<file path="src/hw/rtl/wdq_pkg.sv">
// Package of the worker dispatch queue: widths, codes, cell types and a saturating adder.
// No dependencies; used by the top level, the cell and the checker.
`timescale 1ns / 1ps
`default_nettype none

package wdq_pkg;

  localparam int unsigned TIME_W          = 32;
  localparam int unsigned ID_W            = 8;
  localparam int unsigned TAG_W           = 8;
  localparam int unsigned MAX_WORKERS_DEF = 16;
  localparam int unsigned QUEUE_DEPTH_DEF = 16;
  localparam int unsigned MAX_RESULTS     = 32;
  localparam int unsigned RES_W           = $clog2(MAX_RESULTS + 1);

  localparam logic [TIME_W-1:0] RST_LIVENESS = 32'd30000;
  localparam logic [TIME_W-1:0] RST_PERIOD   = 32'd10000;
  localparam logic [TIME_W-1:0] RST_TIMEOUT  = 32'd30000;

  typedef enum logic [2:0] {
    ACT_REQ   = 3'd0,
    ACT_READY = 3'd1,
    ACT_BEAT  = 3'd2,
    ACT_RESP  = 3'd3,
    ACT_TICK  = 3'd4
  } act_e;

  typedef enum logic [2:0] {
    KIND_FWD     = 3'd0,
    KIND_HB      = 3'd1,
    KIND_RESP    = 3'd2,
    KIND_QUEUED  = 3'd3,
    KIND_DROP    = 3'd4,
    KIND_DUP     = 3'd5,
    KIND_UNKNOWN = 3'd6,
    KIND_ACK     = 3'd7
  } kind_e;

  typedef enum logic [1:0] {
    REG_LIVENESS = 2'd0,
    REG_PERIOD   = 2'd1,
    REG_TIMEOUT  = 2'd2
  } reg_e;

  // One stored entry: an identity or tag, and a time word.
  typedef struct packed {
    logic [ID_W-1:0]   key;
    logic [TIME_W-1:0] word;
  } entry_t;

  // Control broadcast along a chain of cells.
  typedef struct packed {
    logic              shift;
    logic              wr;
    logic              refresh;
    logic [ID_W-1:0]   key;
    logic [TIME_W-1:0] word;
  } cell_ctl_t;

  function automatic logic [TIME_W-1:0] sat_add(input logic [TIME_W-1:0] a,
                                                input logic [TIME_W-1:0] b);
    logic [TIME_W:0] s;
    s = {1'b0, a} + {1'b0, b};
    return s[TIME_W] ? '1 : s[TIME_W-1:0];
  endfunction

endpackage

`default_nettype wire

</file>
<file path="src/hw/rtl/worker_dispatch_queue_with_liveness.sv">
// Sequence: a transaction is taken in S_IDLE and executed in S_EXEC (and S_RESP2 for a
// response); its last result reaches the output register in S_FLUSH. A tick also walks the
// worker chain once in S_SCAN and removes timed-out requests from the front in S_DRAIN.
// A new input transaction is taken only after the previous one has run to its final flush.
// Reset: counters, time and configuration return to their reset values at once; cell contents
// are left undefined and are never read beyond the fill counts.
`timescale 1ns / 1ps
`default_nettype none

module worker_dispatch_queue_with_liveness #(
  parameter int unsigned MAX_WORKERS = wdq_pkg::MAX_WORKERS_DEF,
  parameter int unsigned QUEUE_DEPTH = wdq_pkg::QUEUE_DEPTH_DEF
) (
  input  wire logic        clk_i,
  input  wire logic        rst_ni,
  // Input stream.
  input  wire logic        s_axis_tvalid,
  output logic             s_axis_tready,
  input  wire logic [23:0] s_axis_tdata,   // action[2:0], worker[10:3], client_tag[18:11]
  // Result stream.
  output logic             m_axis_tvalid,
  input  wire logic        m_axis_tready,
  output logic [15:0]      m_axis_tdata,   // out_worker[7:0], out_tag[15:8]
  output logic [2:0]       m_axis_tuser,   // kind[2:0]
  output logic             m_axis_tlast,
  // Configuration port.
  input  wire logic        psel,
  input  wire logic        penable,
  input  wire logic        pwrite,
  input  wire logic [3:0]  paddr,
  input  wire logic [31:0] pwdata,
  output logic [31:0]      prdata,
  output logic             pready
);

  // Widths of chain positions and fill counts.
  localparam int unsigned W_IW = (MAX_WORKERS > 1) ? $clog2(MAX_WORKERS) : 1;
  localparam int unsigned W_CW = $clog2(MAX_WORKERS + 1);
  localparam int unsigned Q_IW = (QUEUE_DEPTH > 1) ? $clog2(QUEUE_DEPTH) : 1;
  localparam int unsigned Q_CW = $clog2(QUEUE_DEPTH + 1);
  localparam int unsigned TW   = wdq_pkg::TIME_W;
  localparam int unsigned IW   = wdq_pkg::ID_W;
  localparam int unsigned GW   = wdq_pkg::TAG_W;
  localparam int unsigned RW   = wdq_pkg::RES_W;

  // The sequencer takes one transaction at a time; each transaction runs to the final flush.
  typedef enum logic [5:0] {
    S_IDLE  = 6'b000001,
    S_EXEC  = 6'b000010,
    S_RESP2 = 6'b000100,
    S_SCAN  = 6'b001000,
    S_DRAIN = 6'b010000,
    S_FLUSH = 6'b100000
  } state_e;

  state_e state_q, state_d;

  // Configuration registers.
  logic [TW-1:0] live_q, period_q, timeout_q;

  // Captured input transaction.
  wdq_pkg::act_e  act_q;
  logic [IW-1:0]  id_q;
  logic [GW-1:0]  tag_q;

  // Counters and time.
  logic [W_CW-1:0] rc_q, rc_d;
  logic [Q_CW-1:0] wc_q, wc_d;
  logic [W_CW-1:0] scan_q, scan_d;
  logic [TW-1:0]   now_q, now_d;
  logic [TW-1:0]   nb_q, nb_d;
  logic            beat_q, beat_d;
  logic [RW-1:0]   n_q;

  // Chains of cells: ready workers and waiting requests.
  wdq_pkg::entry_t   w_ent [MAX_WORKERS];
  logic              w_hit [MAX_WORKERS];
  wdq_pkg::cell_ctl_t w_ctl;
  logic [W_IW-1:0]   w_pos;
  wdq_pkg::entry_t   q_ent [QUEUE_DEPTH];
  wdq_pkg::cell_ctl_t q_ctl;
  logic [Q_IW-1:0]   q_pos;

  // One pending result is held back until the next one shows whether it is the last.
  logic               pend_v_q;
  wdq_pkg::kind_e     pend_kind_q;
  logic [IW-1:0]      pend_worker_q;
  logic [GW-1:0]      pend_tag_q;

  logic               out_v_q;
  wdq_pkg::kind_e     out_kind_q;
  logic [IW-1:0]      out_worker_q;
  logic [GW-1:0]      out_tag_q;
  logic               out_last_q;

  logic               emit, do_emit, flush, emit_ok, out_free, out_load;
  wdq_pkg::kind_e     e_kind;
  logic [IW-1:0]      e_worker;
  logic [GW-1:0]      e_tag;

  logic               known, rc_nz, rc_full, wc_nz, wc_full, in_acc, cfg_wr;
  logic [TW-1:0]      dl_new, now_inc, age;

  // --------------------------------------------------------------------------
  // Configuration port: writes complete in the access phase, reads are direct.
  // --------------------------------------------------------------------------
  assign pready = 1'b1;
  assign cfg_wr = psel && penable && pwrite;

  always_ff @(posedge clk_i or negedge rst_ni) begin
    if (!rst_ni) begin
      live_q    <= wdq_pkg::RST_LIVENESS;
      period_q  <= wdq_pkg::RST_PERIOD;
      timeout_q <= wdq_pkg::RST_TIMEOUT;
    end else if (cfg_wr) begin
      unique case (paddr[3:2])
        wdq_pkg::REG_LIVENESS: live_q    <= pwdata;
        wdq_pkg::REG_PERIOD:   period_q  <= pwdata;
        wdq_pkg::REG_TIMEOUT:  timeout_q <= pwdata;
        default: ;
      endcase
    end
  end

  always_comb begin
    unique case (paddr[3:2])
      wdq_pkg::REG_LIVENESS: prdata = live_q;
      wdq_pkg::REG_PERIOD:   prdata = period_q;
      wdq_pkg::REG_TIMEOUT:  prdata = timeout_q;
      default:               prdata = '0;
    endcase
  end

  // --------------------------------------------------------------------------
  // Cell chains. Each cell shifts towards the front when told to; the identity
  // match is gated by the fill count so that stale cells never hit.
  // --------------------------------------------------------------------------
  for (genvar i = 0; i < MAX_WORKERS; i++) begin : g_wcell
    wdq_pkg::entry_t nxt;
    if (i == MAX_WORKERS - 1) begin : g_tail
      assign nxt = '0;
    end else begin : g_mid
      assign nxt = w_ent[i+1];
    end
    assign w_hit[i] = (w_ent[i].key == id_q) && (W_CW'(i) < rc_q);
    wdq_cell #(.IDX_W(W_IW), .INDEX(i)) u_cell (
      .clk_i  (clk_i),
      .ctl_i  (w_ctl),
      .pos_i  (w_pos),
      .hit_i  (w_hit[i]),
      .next_i (nxt),
      .ent_o  (w_ent[i])
    );
  end

  for (genvar i = 0; i < QUEUE_DEPTH; i++) begin : g_qcell
    wdq_pkg::entry_t nxt;
    if (i == QUEUE_DEPTH - 1) begin : g_tail
      assign nxt = '0;
    end else begin : g_mid
      assign nxt = q_ent[i+1];
    end
    wdq_cell #(.IDX_W(Q_IW), .INDEX(i)) u_cell (
      .clk_i  (clk_i),
      .ctl_i  (q_ctl),
      .pos_i  (q_pos),
      .hit_i  (1'b0),
      .next_i (nxt),
      .ent_o  (q_ent[i])
    );
  end

  always_comb begin
    known = 1'b0;
    for (int i = 0; i < MAX_WORKERS; i++) begin
      known = known | w_hit[i];
    end
  end

  assign rc_nz   = (rc_q != '0);
  assign rc_full = (rc_q == W_CW'(MAX_WORKERS));
  assign wc_nz   = (wc_q != '0);
  assign wc_full = (wc_q == Q_CW'(QUEUE_DEPTH));
  assign dl_new  = wdq_pkg::sat_add(now_q, live_q);
  assign now_inc = wdq_pkg::sat_add(now_q, TW'(1));
  assign age     = now_q - q_ent[0].word;

  assign s_axis_tready = (state_q == S_IDLE);
  assign in_acc        = s_axis_tvalid && s_axis_tready;
  assign out_free      = !out_v_q || m_axis_tready;
  assign emit_ok       = !pend_v_q || out_free;

  // --------------------------------------------------------------------------
  // Sequencer. Every state that produces a result waits while the pending slot
  // cannot be passed on; in that case nothing else changes either.
  // --------------------------------------------------------------------------
  always_comb begin
    state_d  = state_q;
    rc_d     = rc_q;
    wc_d     = wc_q;
    scan_d   = scan_q;
    now_d    = now_q;
    nb_d     = nb_q;
    beat_d   = beat_q;
    w_ctl    = '{shift: 1'b0, wr: 1'b0, refresh: 1'b0, key: id_q, word: dl_new};
    w_pos    = '0;
    q_ctl    = '{shift: 1'b0, wr: 1'b0, refresh: 1'b0, key: tag_q, word: now_q};
    q_pos    = '0;
    emit     = 1'b0;
    flush    = 1'b0;
    e_kind   = wdq_pkg::KIND_FWD;
    e_worker = '0;
    e_tag    = '0;

    unique case (state_q)
      S_IDLE: begin
        if (in_acc) begin
          state_d = S_EXEC;
        end
      end

      S_EXEC: begin
        state_d = S_FLUSH;
        unique case (act_q)
          wdq_pkg::ACT_REQ: begin
            emit  = 1'b1;
            e_tag = tag_q;
            if (rc_nz) begin
              e_kind      = wdq_pkg::KIND_FWD;
              e_worker    = w_ent[0].key;
              w_ctl.shift = 1'b1;
              rc_d        = rc_q - 1'b1;
            end else if (!wc_full) begin
              e_kind   = wdq_pkg::KIND_QUEUED;
              q_ctl.wr = 1'b1;
              q_pos    = wc_q[Q_IW-1:0];
              wc_d     = wc_q + 1'b1;
            end else begin
              e_kind = wdq_pkg::KIND_DROP;
            end
          end
          wdq_pkg::ACT_READY: begin
            emit     = 1'b1;
            e_worker = id_q;
            if (known) begin
              e_kind = wdq_pkg::KIND_DUP;
            end else if (wc_nz) begin
              // The oldest waiting request goes to the front worker; the new
              // worker joins the back, or serves it directly on an empty list.
              e_kind      = wdq_pkg::KIND_FWD;
              e_tag       = q_ent[0].key;
              q_ctl.shift = 1'b1;
              wc_d        = wc_q - 1'b1;
              if (rc_nz) begin
                e_worker    = w_ent[0].key;
                w_ctl.shift = 1'b1;
                w_ctl.wr    = 1'b1;
                w_pos       = W_IW'(rc_q - 1'b1);
              end
            end else if (rc_full) begin
              e_kind = wdq_pkg::KIND_DROP;
            end else begin
              e_kind   = wdq_pkg::KIND_ACK;
              w_ctl.wr = 1'b1;
              w_pos    = rc_q[W_IW-1:0];
              rc_d     = rc_q + 1'b1;
            end
          end
          wdq_pkg::ACT_BEAT: begin
            emit     = 1'b1;
            e_worker = id_q;
            if (known) begin
              e_kind        = wdq_pkg::KIND_ACK;
              w_ctl.refresh = 1'b1;
            end else begin
              e_kind = wdq_pkg::KIND_UNKNOWN;
            end
          end
          wdq_pkg::ACT_RESP: begin
            emit     = 1'b1;
            e_kind   = wdq_pkg::KIND_RESP;
            e_worker = id_q;
            e_tag    = tag_q;
            state_d  = S_RESP2;
          end
          wdq_pkg::ACT_TICK: begin
            now_d  = now_inc;
            beat_d = (now_inc > nb_q);
            if (now_inc > nb_q) begin
              nb_d = wdq_pkg::sat_add(now_inc, period_q);
            end
            scan_d  = rc_q;
            state_d = rc_nz ? S_SCAN : S_DRAIN;
          end
          default: ;
        endcase
      end

      S_RESP2: begin
        state_d  = S_FLUSH;
        e_worker = id_q;
        if (known) begin
          emit   = 1'b1;
          e_kind = wdq_pkg::KIND_DUP;
        end else if (rc_full) begin
          emit   = 1'b1;
          e_kind = wdq_pkg::KIND_DROP;
        end else begin
          w_ctl.wr = 1'b1;
          w_pos    = rc_q[W_IW-1:0];
          rc_d     = rc_q + 1'b1;
        end
      end

      S_SCAN: begin
        // The front worker leaves the chain; a live one is written back at the
        // tail, so a full pass keeps the order and drops the expired ones.
        emit        = beat_q;
        e_kind      = wdq_pkg::KIND_HB;
        e_worker    = w_ent[0].key;
        w_ctl.shift = 1'b1;
        w_ctl.key   = w_ent[0].key;
        w_ctl.word  = w_ent[0].word;
        if (w_ent[0].word >= now_q) begin
          w_ctl.wr = 1'b1;
          w_pos    = W_IW'(rc_q - 1'b1);
        end else begin
          rc_d = rc_q - 1'b1;
        end
        scan_d = scan_q - 1'b1;
        if (scan_q == W_CW'(1)) begin
          state_d = S_DRAIN;
        end
      end

      S_DRAIN: begin
        if (wc_nz && (age > timeout_q)) begin
          emit        = 1'b1;
          e_kind      = wdq_pkg::KIND_ACK;
          e_tag       = q_ent[0].key;
          q_ctl.shift = 1'b1;
          wc_d        = wc_q - 1'b1;
        end else begin
          state_d = S_FLUSH;
        end
      end

      S_FLUSH: begin
        if (!pend_v_q) begin
          state_d = S_IDLE;
        end else if (out_free) begin
          flush   = 1'b1;
          state_d = S_IDLE;
        end
      end

      default: state_d = S_IDLE;
    endcase

    if (emit && !emit_ok) begin
      state_d       = state_q;
      rc_d          = rc_q;
      wc_d          = wc_q;
      scan_d        = scan_q;
      w_ctl.shift   = 1'b0;
      w_ctl.wr      = 1'b0;
      w_ctl.refresh = 1'b0;
      q_ctl.shift   = 1'b0;
      q_ctl.wr      = 1'b0;
      emit          = 1'b0;
    end
  end

  // Results past the per-transaction limit are not reported.
  assign do_emit  = emit && (n_q < RW'(wdq_pkg::MAX_RESULTS));
  assign out_load = flush || (do_emit && pend_v_q);

  always_ff @(posedge clk_i or negedge rst_ni) begin
    if (!rst_ni) begin
      state_q  <= S_IDLE;
      rc_q     <= '0;
      wc_q     <= '0;
      scan_q   <= '0;
      now_q    <= '0;
      nb_q     <= wdq_pkg::RST_PERIOD;
      beat_q   <= 1'b0;
      n_q      <= '0;
      pend_v_q <= 1'b0;
      out_v_q  <= 1'b0;
      act_q    <= wdq_pkg::ACT_REQ;
    end else begin
      state_q <= state_d;
      rc_q    <= rc_d;
      wc_q    <= wc_d;
      scan_q  <= scan_d;
      now_q   <= now_d;
      nb_q    <= nb_d;
      beat_q  <= beat_d;
      if (in_acc) begin
        act_q <= wdq_pkg::act_e'(s_axis_tdata[2:0]);
        n_q   <= '0;
      end else if (do_emit) begin
        n_q <= n_q + 1'b1;
      end
      if (do_emit) begin
        pend_v_q <= 1'b1;
      end else if (flush) begin
        pend_v_q <= 1'b0;
      end
      if (out_load) begin
        out_v_q <= 1'b1;
      end else if (m_axis_tready) begin
        out_v_q <= 1'b0;
      end
    end
  end

  always_ff @(posedge clk_i) begin
    if (in_acc) begin
      id_q  <= s_axis_tdata[10:3];
      tag_q <= s_axis_tdata[18:11];
    end
    if (out_load) begin
      out_kind_q   <= pend_kind_q;
      out_worker_q <= pend_worker_q;
      out_tag_q    <= pend_tag_q;
      out_last_q   <= flush;
    end
    if (do_emit) begin
      pend_kind_q   <= e_kind;
      pend_worker_q <= e_worker;
      pend_tag_q    <= e_tag;
    end
  end

  assign m_axis_tvalid = out_v_q;
  assign m_axis_tdata  = {out_tag_q, out_worker_q};
  assign m_axis_tuser  = out_kind_q;
  assign m_axis_tlast  = out_last_q;

endmodule

`default_nettype wire

</file>
<file path="src/hw/rtl/wdq_cell.sv">
// One cell of a shifting FIFO chain: holds an entry, shifts from its neighbour,
// takes a write at its own position and refreshes its time word on a match. Uses wdq_pkg.
`timescale 1ns / 1ps
`default_nettype none

module wdq_cell #(
  parameter int unsigned IDX_W = 4,
  parameter int unsigned INDEX = 0
) (
  input  wire logic               clk_i,
  input  wire wdq_pkg::cell_ctl_t ctl_i,
  input  wire logic [IDX_W-1:0]   pos_i,
  input  wire logic               hit_i,
  input  wire wdq_pkg::entry_t    next_i,
  output wdq_pkg::entry_t         ent_o
);

  wdq_pkg::entry_t ent_q, ent_d;

  always_comb begin
    ent_d = ent_q;
    if (ctl_i.shift) begin
      ent_d = next_i;
    end
    if (ctl_i.refresh && hit_i) begin
      ent_d.word = ctl_i.word;
    end
    // A write at this position wins over the shift.
    if (ctl_i.wr && (pos_i == IDX_W'(INDEX))) begin
      ent_d.key  = ctl_i.key;
      ent_d.word = ctl_i.word;
    end
  end

  always_ff @(posedge clk_i) begin
    ent_q <= ent_d;
  end

  assign ent_o = ent_q;

endmodule

`default_nettype wire

</file>
<file path="config.mk">
export PLATFORM = sky130hd
export DESIGN_NAME = worker_dispatch_queue_with_liveness
export DESIGN_NICKNAME = d
export VERILOG_FILES = /design/src/hw/rtl/wdq_pkg.sv /design/src/hw/rtl/worker_dispatch_queue_with_liveness.sv /design/src/hw/rtl/wdq_cell.sv
export SDC_FILE = /design/constraint.sdc
export NUM_CORES = 2
export LEC_CHECK = 0
export BUFFER_PORTS_ARGS = -buffer_cell sky130_fd_sc_hd__buf_4
export CORE_UTILIZATION = 35
export DETAILED_ROUTE_END_ITERATION = 10
export PLACE_DENSITY = 0.6
export SLEW_MARGIN = 15
export SYNTH_ARGS = -nofsm -noshare
export SYNTH_HDL_FRONTEND = slang
export SYNTH_SLANG_ARGS = --single-unit
</file>
<file path="constraint.sdc">
create_clock -name clk_i -period 16.4 [get_ports clk_i]
set_clock_uncertainty 0.2 [all_clocks]
set_input_delay 1.64 -clock clk_i [delete_from_list [all_inputs] [get_ports clk_i]]
set_output_delay 1.64 -clock clk_i [all_outputs]
set_load 0.1 [all_outputs]
</file>
Yosys cells after proc, flatten, opt, wreduce, memory -nomap -nowiden

Cells that the tools add are included.

Flip-flop bits (word level): 1528
Bits in latches: 0
Memory bits (writable): 0
Memory bits (read-only): 0
Input port bits: 67
Output and inout port bits: 55
Word-level logic and storage cells: 542
Memories: 0

Add/subtract/negate cells: 10
$mul: 0
Divide/modulo/power cells: 0
Magnitude comparators: 20
Eq/ne operators: 76
Shifts and indexed selects: 0
Muxes and demuxes: 184
Bitwise gates (word level): 16
Reductions and logical operators: 149

Operators with widths:

| kind                  | number |
|---|---|
| $mux 40               | 65 |
| $mux 32               | 19 |
| $eq 8x8->1            | 16 |
| $pmux 32 s3           | 1 |
| $reduce_bool 2->1     | 37 |
| $logic_and 1x1->1     | 71 |
| $add 32x32->33        | 2 |
| $mux 5                | 13 |
| $eq 4x4->1 const B    | 16 |
| $gt 32x32->1          | 2 |
| $mux 8                | 7 |
| $reduce_bool 3->1     | 17 |
| $pmux 8 s3            | 2 |
| $mux 4                | 11 |
| $mux 6                | 7 |
| $lt 4x5->1 const A    | 8 |
| $pmux 5 s2            | 4 |
| $pmux 6 s6            | 1 |
| $add 32x1->33 const B | 1 |
| $eq 4x3->1 const B    | 8 |
| $ge 32x32->1          | 1 |
| $pmux 8 s2            | 2 |
| $sub 32x32->32        | 1 |
| $mux 1                | 30 |
| 49 further kinds      | 113 |

Longest topological paths before layout

Depth in word-level cells: 25
Gate-level depth with buffers: 29
Gate-level depth less buffers: 25

Cells and area by module

Synthesis repeated with hierarchy kept, for this count alone.

Cells, all modules: 5198
Area, all modules: 77968.5 um2

Modules (own cells, without submodules):

| module                              | instances | cells each | area each (um2) | sequential area each (um2) |
|---|---|---|---|---|
| worker_dispatch_queue_with_liveness | 1         | 2306       | 20803.7         | 6512.5 |
| wdq_cell at g_qcell[10].u_cell ...  | 8         | 91         | 1801.7          | 1201.2 |
| wdq_cell at g_qcell[4].u_cell ...   | 4         | 90         | 1854.3          | 1201.2 |
| wdq_cell at g_qcell[11].u_cell ...  | 4         | 91         | 1786.7          | 1201.2 |
| wdq_cell at g_qcell[13].u_cell ...  | 4         | 90         | 1750.4          | 1201.2 |
| wdq_cell at g_qcell[1].u_cell ...   | 4         | 90         | 1745.4          | 1201.2 |
| wdq_cell at g_qcell[0].u_cell ...   | 2         | 90         | 1865.5          | 1201.2 |
| wdq_cell at g_qcell[15].u_cell ...  | 2         | 90         | 1747.9          | 1201.2 |
| wdq_cell at g_qcell[3].u_cell ...   | 2         | 90         | 1746.7          | 1201.2 |
| wdq_cell at g_qcell[12].u_cell ...  | 2         | 90         | 1741.7          | 1201.2 |

Worst setup path after synthesis

OpenSTA, ideal clock, no wires.

Kind: flip-flop to flip-flop
From: reg now_q[0]
To: reg n_q[3]
Setup time: 0.159 ns
Arrival time: 7.165 ns
Data required time: 16.041 ns
Path slack: 8.877 ns
Stages on the path, launching flop included: 26
Buffers on the path: 3
Cell sequence: dfrtp_1 -> clkbuf_1 -> clkbuf_1 -> inv_1 -> ha_1 -> inv_1 -> fa_1 -> a21o_1 -> a21oi_1 -> o21ai_0 -> a21o_1 -> a31o_2 -> a211o_1 -> and2_1 -> a41oi_1 -> nor4bb_1 -> a311o_1 -> ha_1 -> nand4_1 -> nor4_1 -> a31oi_1 -> clkbuf_1 -> a311oi_1 -> nand4_1 -> xor2_1 -> nor2_1

Cells in the longest elaborated chain, start to end: 9

Ends and longest elaborated chain:

| what                                 | RTL line                                   | RTL |
|---|---|---|
| from (decl)                          | worker_dispatch_queue_with_liveness.sv:70  | `logic [TW-1:0] now_q, now_d;` |
| from (signal assigned)               | worker_dispatch_queue_with_liveness.sv:396 | `now_q <= now_d;` |
| $sub 32x32->32 *                     | worker_dispatch_queue_with_liveness.sv:186 | `assign age = now_q - q_ent[0].word;` |
| $gt 32x32->1 *                       | worker_dispatch_queue_with_liveness.sv:337 | `if (wc_nz && (age > timeout_q)) begin` |
| $logic_and 1x1->1 *                  | worker_dispatch_queue_with_liveness.sv:337 |  |
| $mux 1 *                             | worker_dispatch_queue_with_liveness.sv:337 |  |
| $pmux 1 s4 *                         | worker_dispatch_queue_with_liveness.sv:215 | `unique case (state_q)` |
| $logic_and 1x1->1                    | worker_dispatch_queue_with_liveness.sv:360 | `if (emit && !emit_ok) begin` |
| $mux 1 *                             | worker_dispatch_queue_with_liveness.sv:360 |  |
| $logic_and 1x1->1 *                  | worker_dispatch_queue_with_liveness.sv:375 | `assign do_emit = emit && (n_q < RW'(wdq_pkg::MAX_RESULTS));` |
| named net do_emit                    | worker_dispatch_queue_with_liveness.sv:96  | `logic emit, do_emit, flush, emit_ok, out_free, out_load;` |
| $reduce_bool 2->1 (no source line) * | n/a                                        |  |
| to (signal assigned)                 | worker_dispatch_queue_with_liveness.sv:403 | `n_q <= n_q + 1'b1;` |
| to (decl)                            | worker_dispatch_queue_with_liveness.sv:73  | `logic [RW-1:0] n_q;` |

The timed path passes the listed nets; every way through them passes the cells marked *.
A chain may end at the register's enable or synchronous reset.

==> parameters.txt <==
Parameter                              Value

Status
  Outcome    finished clean

GRT
  Largest net degree at the start of global routing    78
  Global-route congestion overflow total    0
  GRT Total Usage    18.6%
  Antenna violations before repair    7
  Number of global-route vias before repair    44963
  Global-route wire length before repair    304 mm

Detailed routing
  Routed wire per std cell    24.3 um
  Total wire length    205 mm
  Via-per-instance ratio    5.39
  Residual DRC count    0
  Detailed Routing Iterations Pass 1    5
  Routed vias    45407
  Number of violations reported at the end of detailed-routing iteration 0    3697
  Antenna Violating Nets Remaining    0

Cells and area
  Leading cell type in the layout, fill and taps excluded    sky130_fd_sc_hd__edfxtp_1
  Nets@finish    5752
  Layout cells sized above 1    33.6%
  Highest-count cells in the layout ignoring fill and taps    sky130_fd_sc_hd__edfxtp_1 (1335), sky130_fd_sc_hd__mux2_2 (1240), sky130_fd_sc_hd__buf_4 (258), sky130_fd_sc_hd__nand2_1 (254), sky130_fd_sc_hd__a21oi_1 (209)
  Area grow syn2layout    13.0%

Clocking
  Maximum buffer depth of the clock tree    3
  Worst-path clk slew    0.06 ns
  Clock H-tree levels    4
  Post-cts hold buffer count    0
  Number of sinks driven by the clock tree    1528
  Clock latency on the worst-skew pair    0.82 ns
  Root Buffer    sky130_fd_sc_hd__clkbuf_16
  Number of buffers inserted during clock tree synthesis    165
  Buffers inserted during post-CTS setup optimization    0
  CTS tree    done
  Number of cells upsized or downsized after cts    0

Floorplanning
  # IOs    122
  Die extent in y    466 um
  Full die area    217000 um2
  Initial Util    35.3%
  Placeable core area    213000 um2
  Number of rows in the core area    169
  Floorplan die width    466 um

Worst setup path
  Largest incremental delay on the critical path    0.97 ns
  FF-to-FF End    g_wcell[4].u_cell.ent_o[25]
  Data arrival time of the worst path    10.06 ns
  Source of the worst register-to-register timing path    now_q[0]
  Critical path class    flop to flop
  Number of cell instances on the worst register-to-register path    28
  Crit Path Max Fanout    24
  Critical path endpoint category    flop
  Worst endpoint required time    16.76 ns
  Standard cell with the maximum stage delay on the critical path    sky130_fd_sc_hd__nand3_1
  Library cell appearing most often on the critical path    sky130_fd_sc_hd__a21oi_1
  Nature of the critical path startpoint    flop
  Register-to-Register Setup Slack    6.69 ns

Logic synthesis
  Post-Synth Simple-Gate Area    5.94%
  Count of cell types in the netlist    95
  Synth area leaders    sky130_fd_sc_hd__edfxtp_1 (53%), sky130_fd_sc_hd__mux2_2 (19%), sky130_fd_sc_hd__dfrtp_1 (5.6%)
  Share of cell area taken by muxes after synthesis    19.2%
  Post-Syn Area per Cell    14.0 um2
  Post-synth top area cell    sky130_fd_sc_hd__edfxtp_1
  Sequential element share of the synthesized area    59.7%
  Ys async rst share    12.6%
  Number of standard cells after synthesis    5386
  Yosys top cell area share    53.3%
  Synth Area in Compound Gates    5.98%
  Main combinational cell family by area after synthesis    multiplexers
  XOR/XNOR Fraction of Synth Area    2.76%
  Post-synthesis net count    5658
  Syn. warnings    0
  Post-synth design cell area    75300 um2
  Number of synthesized flops with an enable pin    1335
  Top flip-flop cell by instance count after synthesis    sky130_fd_sc_hd__edfxtp_1
  Post-Synth Adder-Cell Area    3.44%
  #FFs+latches synth    1528

Hold path
  Hold Startpoint    pend_tag_q[7]
  Class of the worst hold path    flop to flop
  Hold EP    out_tag_q[7]
  Hold Path Cell Cnt    0

Pwr
  VDD IR-drop max    93.4 uV
  Pwr/cell area    123 nW/um2
  Static Leakage    30.2 nW

Timing
  Unrepaired setup endpoints after global routing    no
  Worst Max-Slew Pin Slew    1.26 ns
  Number of setup violations in the final report    0
  Min Clock Period, post-route    9.71 ns
  Final worst path period share    59.2%
  Final max-slew violation count    0
  Sum of negative setup slack    0 ns
  Max Clock Freq    0.103 GHz
  Hold_ws    0.219 ns
  Count of endpoints failing hold in the final timing report    0
  Relative max-transition margin    15.6%

Placement
  Number of buffers added on ports    113
  Sum of net half-perimeters after detailed placement    136 mm
  Routability congestion estimate    0.902

Run
  Max Cap Violations    0
==> worst max-delay path: cells and delay by family (launching register included) <==
family / cells / cell delay [ns]
compound gates: 14 / 4.53
simple gates: 5 / 1.89
buf+inv: 5 / 1.11
fa+ha+maj: 3 / 0.90
flops: 1 / 0.36
mux: 1 / 0.36
==> layer usage <==
layer	track usage (%)	up-vias	wire length, um	part of all wire [%]
met5	0	-	46	0.022
met4	5.20	8	4970	2.4
met3	3.53	310	11900	5.8
met2	30.2	1264	96500	47
met1	25.3	23363	91300	45
li1	-	20462	-	-
==> layout make-up <==
class / instances / area, um2
Timing Repair Buffer: 264 / 2060
Inverter: 170 / 638
Fill cell: 19630 / 128000
Sequential cell: 1528 / 44900
Tap cell: 2821 / 3530
Multi-Input combinational cell: 3351 / 28500
Antenna cell: 1 / 2.50
Clock buffer: 211 / 4460
Clock inverter: 86 / 961
==> cell usage after synthesis, types with 25 or more instances <==
cell type and n:
sky130_fd_sc_hd__nand2_1 279, sky130_fd_sc_hd__o31ai_1 27, sky130_fd_sc_hd__o21a_1 27, sky130_fd_sc_hd__nand4_1 59, sky130_fd_sc_hd__inv_1 169, sky130_fd_sc_hd__nor2b_1 53
sky130_fd_sc_hd__xnor2_1 92, sky130_fd_sc_hd__o21ai_0 165, sky130_fd_sc_hd__a31oi_1 26, sky130_fd_sc_hd__nor3_1 47, sky130_fd_sc_hd__ha_1 202, sky130_fd_sc_hd__mux2i_1 39
sky130_fd_sc_hd__dfrtp_1 168, sky130_fd_sc_hd__mux2_2 1240, sky130_fd_sc_hd__buf_1 55, sky130_fd_sc_hd__o211ai_1 30, sky130_fd_sc_hd__nor4_1 40, sky130_fd_sc_hd__nand2b_1 31
sky130_fd_sc_hd__nor2_1 205, sky130_fd_sc_hd__a21o_1 52, sky130_fd_sc_hd__nand3_1 56, sky130_fd_sc_hd__dfstp_2 25, sky130_fd_sc_hd__buf_4 38, sky130_fd_sc_hd__a21oi_1 217
sky130_fd_sc_hd__buf_2 45, sky130_fd_sc_hd__edfxtp_1 1335, sky130_fd_sc_hd__and3_1 36, sky130_fd_sc_hd__xor2_1 143, sky130_fd_sc_hd__clkbuf_1 187
==> sequential cells by signal, summed over array words and instances, names as in the netlist, 32 cells and up <==
| signal | cells |
|---|---|
| g_qcell.u_cell.ent_o | 640 |
| g_wcell.u_cell.ent_o | 640 |
| live_q | 32 |
| nb_q | 32 |
| now_q | 32 |
| period_q | 32 |
| timeout_q | 32 |
==> worst max-delay path by stage <==
stage             start                           to  slack (ns)
6_report       now_q[0]  g_wcell[4].u_cell.ent_o[25]        6.69
5_1_grt        now_q[0]  g_wcell[5].u_cell.ent_o[11]        6.22
4_1_cts        now_q[0]  g_wcell[4].u_cell.ent_o[13]        6.45
3_5_place_dp   now_q[0]  g_wcell[4].u_cell.ent_o[25]        6.50
3_3_place_gp   now_q[0]  g_wcell[5].u_cell.ent_o[26]        6.60
2_1_floorplan  now_q[0]                       n_q[3]        8.88
==> power by group <==
part	leakage [nW]	switching, W	internal [W]
Sequential	14.4	0.000243	0.00465
Combinational	13.2	0.00123	0.000596
Clock	2.63	0.00162	0.00213
Total	30.2	0.00309	0.00738
==> cell families after synthesis <==
logic type / count (synthesis)
xor+xnor: 236
compound gates: 712
buf+inv: 507
other cells: 1
mux: 1291
flops: 1528
simple gates: 906
fa+ha+maj: 205
==> per-stage QoR <==
step	utilization, %	instance area (um2)	power, W	setup slack [ns]	instances
6_report	39.9	85100	0.0105	6.69	8432
5_1_grt	39.9	85100	0.0109	6.22	8431
4_1_cts	39.9	85000	0.0106	6.45	8427
3_5_place_dp	37.4	79500	0.00679	6.50	8130
3_3_place_gp	37.3	79500	0.00675	6.60	8129
2_1_floorplan	-	75300	0.00611	8.88	5386
Note: power is estimated with default switching activity, not from simulation.
